==> src/rtl/gdad_pkg.sv <==
// Types, constants and calendar functions shared by the date adder.
package gdad_pkg;

    // Input word: start date and signed offset.
    typedef struct packed {
        logic [15:0]        start_year;
        logic [3:0]         start_month;
        logic [4:0]         start_day;
        logic signed [15:0] days_to_add;
    } t_in;

    // Result word: new date and status.
    typedef struct packed {
        logic [15:0] result_year;
        logic [3:0]  result_month;
        logic [4:0]  result_day;
        logic [1:0]  error_code;
    } t_out;

    // Outcome of one walk step.
    typedef struct packed {
        logic        fits;
        logic        wrap;
        logic [15:0] nd_next;
        logic [3:0]  month_next;
    } t_step;

    localparam logic [1:0] ERR_OK    = 2'd0;
    localparam logic [1:0] ERR_MONTH = 2'd1;
    localparam logic [1:0] ERR_DAY   = 2'd2;
    localparam logic [1:0] ERR_YEAR  = 2'd3;

    localparam logic [3:0]  MONTH_JAN = 4'd1;
    localparam logic [3:0]  MONTH_FEB = 4'd2;
    localparam logic [3:0]  MONTH_DEC = 4'd12;
    localparam logic [15:0] YEAR_MAX  = 16'hFFFF;

    // floor(y / 400) = (y * RECIP_400) >> RECIP_SHIFT for any 16-bit y.
    localparam logic [16:0] RECIP_400   = 17'd83887;
    localparam int          RECIP_SHIFT = 25;
    localparam logic [8:0]  CYCLE_LAST  = 9'd399;

    localparam logic [4:0] MONTH_LEN [12] = '{
        5'd31, 5'd28, 5'd31, 5'd30, 5'd31, 5'd30,
        5'd31, 5'd31, 5'd30, 5'd31, 5'd30, 5'd31
    };

    // Leap test on the year's position within the 400-year cycle.
    function automatic logic is_leap(input logic [8:0] r400);
        logic by4;
        logic century;
        by4     = (r400[1:0] == 2'd0);
        century = (r400 == 9'd100) || (r400 == 9'd200) || (r400 == 9'd300);
        return (by4 && !century) || (r400 == 9'd0);
    endfunction

    // Days in a month; zero for a month code outside 1..12.
    function automatic logic [4:0] month_len(input logic [3:0] month, input logic leap);
        logic [4:0] len;
        if (month < MONTH_JAN || month > MONTH_DEC) begin
            len = 5'd0;
        end else if (month == MONTH_FEB) begin
            len = leap ? 5'd29 : 5'd28;
        end else begin
            len = MONTH_LEN[month - MONTH_JAN];
        end
        return len;
    endfunction

endpackage

==> src/rtl/gregorian_date_add_days.sv <==
// Date adder: one result word per accepted start, data-dependent latency.
// Steps after accepting start: year mod 400 (S_DIV), date check (S_CHECK), then
// S_WALK over months crossed (up to about 1080); date errors end at S_CHECK.
// Throughput: one word at a time; busy stays high until the result is out.
// The walk runs through one shared compare/subtract unit, one month a cycle.
// Reset (synchronous, active low) returns to idle and drops the done strobe.
module gregorian_date_add_days import gdad_pkg::*; (
    input  logic i_clk,
    input  logic i_rst_n,
    input  logic start,
    input  t_in  i_in,
    output logic busy,
    output logic o_done,
    output t_out o_res
);

    localparam logic [2:0] S_IDLE  = 3'd0;
    localparam logic [2:0] S_DIV   = 3'd1;
    localparam logic [2:0] S_CHECK = 3'd2;
    localparam logic [2:0] S_WALK  = 3'd3;

    logic [2:0]         r_state, n_state;
    logic [15:0]        r_year, n_year;
    logic [3:0]         r_month, n_month;
    logic [4:0]         r_day;
    logic signed [15:0] r_off;
    logic [15:0]        r_nd, n_nd;
    logic [8:0]         r_y400, n_y400;
    logic               r_done, n_done;
    t_out               r_res, n_res;

    logic        load;
    logic [8:0]  rem;
    logic [15:0] step_nd;
    logic        leap;
    t_step       step;
    logic [16:0] sum;

    assign load = start && (r_state == S_IDLE);
    assign leap = is_leap(r_y400);

    gdad_mod400 u_mod400 (
        .i_clk  (i_clk),
        .i_load (load),
        .i_year (i_in.start_year),
        .o_rem  (rem)
    );

    // Check phase feeds the start day; walk phase feeds the running count
    assign step_nd = (r_state == S_CHECK) ? {11'd0, r_day} : r_nd;

    gdad_step u_step (
        .i_nd    (step_nd),
        .i_month (r_month),
        .i_leap  (leap),
        .o_step  (step)
    );

    assign sum = {12'd0, r_day} + {r_off[15], r_off};

    // Sequencer
    always_comb begin
        n_state = r_state;
        n_year  = r_year;
        n_month = r_month;
        n_nd    = r_nd;
        n_y400  = r_y400;
        n_done  = 1'b0;
        n_res   = r_res;
        unique case (r_state)
            S_IDLE: begin
                if (start) begin
                    n_year  = i_in.start_year;
                    n_month = i_in.start_month;
                    n_state = S_DIV;
                end
            end
            S_DIV: begin
                n_y400  = rem;
                n_state = S_CHECK;
            end
            S_CHECK: begin
                n_state = S_IDLE;
                n_done  = 1'b1;
                n_res   = '0;
                if (r_month < MONTH_JAN || r_month > MONTH_DEC) begin
                    n_res.error_code = ERR_MONTH;
                end else if (r_day == 5'd0 || !step.fits) begin
                    n_res.error_code = ERR_DAY;
                end else if (sum[16] || sum == 17'd0) begin
                    n_res.error_code = ERR_DAY;
                end else begin
                    n_nd    = sum[15:0];
                    n_done  = 1'b0;
                    n_state = S_WALK;
                end
            end
            S_WALK: begin
                if (step.fits) begin
                    n_res.result_year  = r_year;
                    n_res.result_month = r_month;
                    n_res.result_day   = r_nd[4:0];
                    n_res.error_code   = ERR_OK;
                    n_done  = 1'b1;
                    n_state = S_IDLE;
                end else if (step.wrap && r_year == YEAR_MAX) begin
                    n_res   = '0;
                    n_res.error_code = ERR_YEAR;
                    n_done  = 1'b1;
                    n_state = S_IDLE;
                end else begin
                    n_nd    = step.nd_next;
                    n_month = step.month_next;
                    if (step.wrap) begin
                        n_year = r_year + 16'd1;
                        n_y400 = (r_y400 == CYCLE_LAST) ? 9'd0 : r_y400 + 9'd1;
                    end
                end
            end
            default: begin
                n_state = S_IDLE;
            end
        endcase
    end

    // Control registers
    always_ff @(posedge i_clk) begin
        if (!i_rst_n) begin
            r_state <= S_IDLE;
            r_done  <= 1'b0;
        end else begin
            r_state <= n_state;
            r_done  <= n_done;
        end
    end

    // Datapath registers
    always_ff @(posedge i_clk) begin
        r_year  <= n_year;
        r_month <= n_month;
        r_nd    <= n_nd;
        r_y400  <= n_y400;
        r_res   <= n_res;
        if (load) begin
            r_day <= i_in.start_day;
            r_off <= i_in.days_to_add;
        end
    end

    assign busy   = (r_state != S_IDLE);
    assign o_done = r_done;
    assign o_res  = r_res;

endmodule

==> src/rtl/gdad_mod400.sv <==
// Year modulo 400 by reciprocal multiply, one register stage.
module gdad_mod400 import gdad_pkg::*; (
    input  logic        i_clk,
    input  logic        i_load,
    input  logic [15:0] i_year,
    output logic [8:0]  o_rem
);

    logic [15:0] r_yr;
    logic [7:0]  r_q;
    logic [32:0] prod;
    logic [15:0] q400;

    assign prod = {17'd0, i_year} * {16'd0, RECIP_400};

    // Capture quotient and year on load
    always_ff @(posedge i_clk) begin
        if (i_load) begin
            r_yr <= i_year;
            r_q  <= prod[RECIP_SHIFT +: 8];
        end
    end

    // Remainder: q * 400 = q*256 + q*128 + q*16
    assign q400  = ({8'd0, r_q} << 8) + ({8'd0, r_q} << 7) + ({8'd0, r_q} << 4);
    assign o_rem = 9'(r_yr - q400);

endmodule

==> src/rtl/gdad_step.sv <==
// Shared month step: compare day count to month length, subtract, advance month.
module gdad_step import gdad_pkg::*; (
    input  logic [15:0] i_nd,
    input  logic [3:0]  i_month,
    input  logic        i_leap,
    output t_step       o_step
);

    logic [4:0] len;

    assign len = month_len(i_month, i_leap);

    // One compare and one subtract per cycle
    always_comb begin
        o_step.fits       = (i_nd <= {11'd0, len});
        o_step.nd_next    = i_nd - {11'd0, len};
        o_step.wrap       = (i_month == MONTH_DEC);
        o_step.month_next = o_step.wrap ? MONTH_JAN : i_month + 4'd1;
    end

endmodule

==> config.mk <==
export PLATFORM = sky130hd
export DESIGN_NAME = gregorian_date_add_days
export DESIGN_NICKNAME = d
export VERILOG_FILES = /design/src/rtl/gdad_pkg.sv /design/src/rtl/gregorian_date_add_days.sv /design/src/rtl/gdad_mod400.sv /design/src/rtl/gdad_step.sv
export SDC_FILE = /design/constraint.sdc
export NUM_CORES = 1
export LEC_CHECK = 0
export CORE_ASPECT_RATIO = 0.9
export CORE_UTILIZATION = 45
export CTS_CLUSTER_DIAMETER = 50
export DETAILED_ROUTE_END_ITERATION = 10
export DONT_BUFFER_PORTS = 1
export PLACE_DENSITY = 0.67
export SETUP_SLACK_MARGIN = 0.1
export SYNTH_ARGS = -nofsm -noshare
export SYNTH_HDL_FRONTEND = slang
export SYNTH_SLANG_ARGS = --single-unit
==> constraint.sdc <==
create_clock -name i_clk -period 10.9 [get_ports i_clk]
set_clock_uncertainty 0.2 [all_clocks]
set_input_delay 1.635 -clock i_clk [delete_from_list [all_inputs] [get_ports i_clk]]
set_output_delay 1.635 -clock i_clk [all_outputs]
set_load 0.02 [all_outputs]
## Word level (Yosys, flattened, before mapping)

Memories as Yosys holds them, arrays and structs flattened.
Index checks and enable logic that the tools add are counted.

- Add/sub/neg operators: 9
- Multiply operators: 1
- Order comparisons: 4
- Eq/ne operators: 18
- Mux-type cells: 46
- Bitwise operators: 1
- Reductions and logical operators: 26

Operator list:

| operator | count |
|---|---|
| two-way mux 16 bit | 10 |
| one-hot mux 16 bit (2 select lines) | 2 |
| two-way mux 27 bit | 2 |
| one-hot mux 27 bit (2 select lines) | 1 |
| two-way mux 9 bit | 4 |
| multiplier 16 x 17 -> 30 bit, second input constant | 1 |
| two-way mux 5 bit | 4 |
| adder 9 bit | 2 |
| equality test 9 bit, second input constant | 2 |
| one-hot mux 9 bit (2 select lines) | 1 |
| adder 6 x 16 -> 17 bit | 1 |
| logical NOT 17 bit | 1 |
| adder 16 x 1 -> 16 bit, second input constant | 1 |
| equality test 16 bit, second input constant | 1 |
| less-or-equal comparator 16 x 5 -> 1 bit | 1 |
| two-way mux 4 bit | 4 |
| subtractor 16 x 5 -> 16 bit | 1 |
| != test 2 bit, second input constant | 7 |
| two-way mux 2 bit | 6 |
| one-hot mux 3 bit (4 select lines) | 1 |
| adder 9 x 1 -> 9 bit, second input constant | 1 |
| equality test 9 x 7 -> 1 bit, second input constant | 1 |
| equality test 9 x 8 -> 1 bit, second input constant | 1 |
| logical NOT 9 bit | 1 |
| other kinds (28) | 48 |

- Register bits after elaboration: 111
- ROM bits: 80
- Output and inout port bits: 29
- Logic and storage cells: 120
- Memories kept: 1

Memories:

| name | words | width | read ports | clocked after memory_dff | wr ports | line | RTL |
|---|---|---|---|---|---|---|---|
| (name not given) | 16 | 5 | 1 | 0 | 0 | gdad_pkg.sv:65 | `len = MONTH_LEN[month - MONTH_JAN];` |

## Depth between registers and ports, before layout

- Word-level depth: 15
- Gate-level depth with buffers: 20

## Modules after synthesis

From an unflattened synthesis, not the netlist that was laid out.

- Cell total of the unflattened synthesis: 1043
- Area, all modules: 10759.1 um^2

By module, submodules not included:

| module | times used | cells each | area an instance (um^2) |
|---|---|---|---|
| gdad_mod400 | 1 | 512 | 5253.8 |
| gregorian_date_add_days | 1 | 439 | 4847.1 |
| gdad_step | 1 | 92 | 658.1 |

## Least setup slack after synthesis

Ideal clock, no wire load.

- Path kind: input to register
- Start point: input i_in[38] in the netlist's numbering
- End point: register u_mod400.r_q[3], data pin
- Setup time: 0.258 ns
- Data arrival time: 6.666 ns
- Required time: 10.442 ns
- Path slack: 3.777 ns
- Stages: 17
- Cell sequence: fa_1 inv_1 fa_1 inv_1 fa_1 fa_1 fa_1 inv_1 fa_1 inv_1 ha_1 a2111o_1 o311ai_0 o211ai_1 a311o_1 a21oi_1 xnor2_1

- Longest elaborated chain between the ends: 1

RTL lines:

| item | line | RTL |
|---|---|---|
| start: declaration | gregorian_date_add_days.sv:11 | `input t_in i_in,` |
| multiplier 16 x 17 -> 30 bit | gdad_mod400.sv:14 | `assign prod = {17'd0, i_year} * {16'd0, RECIP_400};` |
| named net u_mod400.prod[28] | gdad_mod400.sv:11 | `logic [32:0] prod;` |
| end signal: assignment | gdad_mod400.sv:20 | `r_q <= prod[RECIP_SHIFT +: 8];` |
| end: declaration | gdad_mod400.sv:10 | `logic [7:0] r_q;` |

The timed path passes the listed nets, and every way through them passes these cells.
A chain may end at the register's enable or synchronous reset.

## Worst setup path in the final report

Same ends and word-level chain as after synthesis.

==> impl_table.tex <==
\begin{tabular}{lr}
\hline
Metric & Value \\
\hline
\multicolumn{2}{l}{\textbf{CTS}} \\
\quad Post-cts sizing count & 0 \\
\quad Buffer depth of the longest clock path & 2 \\
\quad Clock transition at the registers of the reported paths & 80 ps \\
\quad CTS tree & done \\
\quad Number of buffers added to fix hold violations after cts & 0 \\
\quad Worst skew pair latency & 360 ps \\
\quad Cell at the root of the clock tree & sky130\_fd\_sc\_hd\_\_clkbuf\_16 \\
\quad Inserted Clock Buffers & 9 \\
\quad Count of H-tree levels built during CTS & 3 \\
\quad Post-CTS repair timing setup buffer count & 0 \\
\quad Total clock sinks & 110 \\
\multicolumn{2}{l}{\textbf{STA}} \\
\quad Number of setup violations in the final report & 0 \\
\quad Worst slew pin tran & 1170 ps \\
\quad RSZ-0062 raised after global routing & no \\
\quad Hold WS & 338 ps \\
\quad Setup TNS & 0 ps \\
\quad Number of slew-limit violations in the final report & 0 \\
\quad Hold violation total from the final report & 0 \\
\quad Setup slack of the critical path after layout & 3910 ps \\
\quad Fmax & 143 MHz \\
\quad Final Cycle Share & 64.1\% \\
\quad Period minus WS final & 6990 ps \\
\quad Worst-case headroom to the max-slew limit & 21.4\% \\
\multicolumn{2}{l}{\textbf{Drt}} \\
\quad Uppermost layer routed & met4 \\
\quad Initial drt markers & 635 \\
\quad Number of antenna-violating nets in the routed design & 0 \\
\quad Wirelength, routed & 22.1 mm \\
\quad Metal3 WL & 1.16 mm \\
\quad Average routed wire per standard cell & 16.9 µm \\
\quad Detailed-routed wire length on met2 & 9.73 mm \\
\quad Met1 wire length & 11.0 mm \\
\quad Drt drc & 0 \\
\quad First-pass DRT Iterations & 5 \\
\quad Via density per instance & 5.23 \\
\quad Number of vias in the routed layout & 6836 \\
\multicolumn{2}{l}{\textbf{GRT}} \\
\quad Total global-route track usage & 20.0\% \\
\quad Largest net degree at the start of global routing & 66 \\
\quad Vias in the first global route & 7092 \\
\quad GR Overflow Total & 0 \\
\quad Initial antenna violation count & 0 \\
\quad Wire length of the first global-routing pass & 37.2 mm \\
\multicolumn{2}{l}{\textbf{Setup path}} \\
\quad Largest stage delay on the critical path & 560 ps \\
\quad Number of buffers and inverters on the critical path & 4 \\
\quad CP Launch Type & input port \\
\quad Data required, critical path & 10810 ps \\
\quad Top delay family on crit path & adder cells \\
\quad Class of the most critical setup path & in -> reg \\
\quad Biggest fanout along the worst timing path & 6 \\
\quad Capturing element type of the critical path & register \\
\quad Crit path cell chain & fa\_1 > inv\_1 > fa\_1 > inv\_1 > fa\_1 > fa\_1 > fa\_1 > inv\_1 > fa\_1 > inv\_1 > ha\_1 > a2111o\_1 > o311ai\_0 > o211ai\_1 > a311o\_1 > a21oi\_1 > xnor2\_1 \\
\quad Max stage delay cell, worst path & sky130\_fd\_sc\_hd\_\_fa\_1 \\
\quad WP data arrival & 6900 ps \\
\quad Most numerous cell on the critical path & sky130\_fd\_sc\_hd\_\_fa\_1 \\
\multicolumn{2}{l}{\textbf{Final layout}} \\
\quad Most frequent standard cell in the layout excluding fill and tap cells & sky130\_fd\_sc\_hd\_\_inv\_1 \\
\quad Finished Cell Area & 11200 µm² \\
\quad Final net count & 1294 \\
\quad Most frequent cells in the layout & sky130\_fd\_sc\_hd\_\_inv\_1, sky130\_fd\_sc\_hd\_\_ha\_1, sky130\_fd\_sc\_hd\_\_edfxtp\_1 \\
\quad Layout cells sized above 1 & 3.76\% \\
\quad Layout area overhead & 5.95\% \\
\quad Post-route insts no fill & 1307 \\
\quad Antenna cell count & 0 \\
\quad Core Util, Final & 49.1\% \\
\quad Fill count & 2104 \\
\multicolumn{2}{l}{\textbf{Die}} \\
\quad Vertical die dimension & 147 µm \\
\quad Top-level port count & 73 \\
\quad Starting Density & 46.3\% \\
\quad Count of standard-cell rows & 52 \\
\quad Die outline width & 163 µm \\
\quad Core area & 22800 µm² \\
\quad Die Outline Area & 24100 µm² \\
\multicolumn{2}{l}{\textbf{Placement}} \\
\quad Post-placement worst setup slack & 3540 ps \\
\quad Placer congestion estimate & 0.880 \\
\quad Area post-placement & 10900 µm² \\
\quad Placed cells & 1290 \\
\quad Dpl hpwl & 18.1 mm \\
\quad Port-buffer cells & 0 \\
\multicolumn{2}{l}{\textbf{Pwr}} \\
\quad Max IR drop VDD & 0.163 mV \\
\quad Total Power & 2.57 mW \\
\quad Power density relative to cell area & 230 nW/µm² \\
\quad Pleak & 5.11 nW \\
\multicolumn{2}{l}{\textbf{Min path}} \\
\quad Classification of the worst-slack hold path & reg -> reg \\
\multicolumn{2}{l}{\textbf{Status}} \\
\quad Outcome & completed \\
\multicolumn{2}{l}{\textbf{Logic synthesis}} \\
\quad Post-Synthesis Mean Instance Area & 10.5 µm² \\
\quad Share of flip-flops with an asynchronous set or reset after synthesis & 0\% \\
\quad Mapped Nets & 1298 \\
\quad EDFF count, synth & 107 \\
\quad Count of synthesis-stage warnings from yosys & 0 \\
\quad Area of the mapped netlist & 10500 µm² \\
\quad Top FF cell, synth & sky130\_fd\_sc\_hd\_\_edfxtp\_1 \\
\quad Register area share after synthesis & 31.0\% \\
\quad Number of library cell types mapped by synthesis & 60 \\
\quad Cells after Synth & 1009 \\
\quad Post-synthesis register bit count & 110 \\
\multicolumn{2}{l}{\textbf{Flow run}} \\
\quad Max Cap Violations & 0 \\
\hline
\end{tabular}
## layout make-up
| class | count | area [µm²] | share of cell area (%) |
|---|---|---|---|
| clock buffers | 10 | 229 | 2.05 |
| well taps | 297 | 372 | 3.32 |
| clock inverters | 6 | 57.6 | 0.515 |
| flip-flops and latches | 110 | 3270 | 29.3 |
| repair buffers | 5 | 35.0 | 0.313 |
| inverters | 196 | 736 | 6.58 |
| multi-input cells | 683 | 6470 | 57.9 |
## worst paths after layout
path	cells after the start	start	end	slack (ps)
hold reg to reg	2	u_mod400.r_yr[2]	r_y400[2]	340
setup / recovery	17	i_in[38]	u_mod400.r_q[3]	3910
hold / removal	2	u_mod400.r_yr[2]	r_y400[2]	340
setup reg to reg	16	r_month[0]	o_res[18]	5770
## routing by layer
| layer | GRT usage [%] | vias to the layer above |
|---|---|---|
| li1 | - | 3377 |
| met1 | 29.8 | 3289 |
| met2 | 30.0 | 153 |
| met3 | 3.78 | 17 |
| met4 | 4.11 | 0 |
| met5 | 0 | - |
## worst reg2reg max path: stages, from the launching register on
cell and delay [ps]:
sky130_fd_sc_hd__edfxtp_1 520, sky130_fd_sc_hd__inv_1 190, sky130_fd_sc_hd__ha_1 310, sky130_fd_sc_hd__o21ai_0 190, sky130_fd_sc_hd__a22oi_1 100, sky130_fd_sc_hd__o22ai_1 190
sky130_fd_sc_hd__a21oi_1 60, sky130_fd_sc_hd__a311oi_1 280, sky130_fd_sc_hd__ha_1 240, sky130_fd_sc_hd__fa_1 200, sky130_fd_sc_hd__nand2b_1 130, sky130_fd_sc_hd__a21boi_0 100
sky130_fd_sc_hd__o21ai_0 360, sky130_fd_sc_hd__a22oi_1 170, sky130_fd_sc_hd__nand2b_1 350, sky130_fd_sc_hd__nand3_1 210, sky130_fd_sc_hd__and2_1 920
## cell usage after synthesis, types with 10 or more instances
cell / number / share of area, %
sky130_fd_sc_hd__inv_1: 196 / 7.0
sky130_fd_sc_hd__ha_1: 147 / 17
sky130_fd_sc_hd__edfxtp_1: 107 / 30
sky130_fd_sc_hd__fa_1: 98 / 19
sky130_fd_sc_hd__nand2_1: 76 / 2.7
sky130_fd_sc_hd__o21ai_0: 43 / 2.0
sky130_fd_sc_hd__xnor2_1: 40 / 3.3
sky130_fd_sc_hd__nor2_1: 35 / 1.2
sky130_fd_sc_hd__xor2_1: 26 / 2.2
sky130_fd_sc_hd__a21oi_1: 25 / 1.2
sky130_fd_sc_hd__and2_1: 23 / 1.4
sky130_fd_sc_hd__nand3_1: 22 / 1.0
sky130_fd_sc_hd__clkbuf_1: 20 / 0.71
sky130_fd_sc_hd__nand4_1: 13 / 0.77
sky130_fd_sc_hd__nor3_1: 13 / 0.62
sky130_fd_sc_hd__a21o_1: 10 / 0.71
sky130_fd_sc_hd__or2_2: 10 / 0.59
## power by group
group,total [mW],switching (mW),internal (mW)
sequential,0.557,0.0320,0.525
combinational,1.69,0.933,0.754
clock,0.321,0.162,0.159
## kinds of logic after synthesis
logic type / count (synthesis) / share of synthesized area [%]
buffers and inverters: 216 / 7.69
muxes: 7 / 0.676
adders and majority gates: 245 / 36.0
and+or+nand+nor: 231 / 11.0
DFF: 110 / 31.0
xor gates and xnor gates: 66 / 5.48
AOI/OAI and AO/OA: 134 / 8.14
## flip-flops by register name, indices dropped and copies added, names as in the netlist, 4 cells and up
signal         flops
u_mod400.r_yr      9
r_off             16
r_year            16
r_day              5
u_mod400.r_q       5
o_res             27
r_y400             9
r_nd              16
r_month            4
Note: power is estimated with default switching activity, not from simulation.
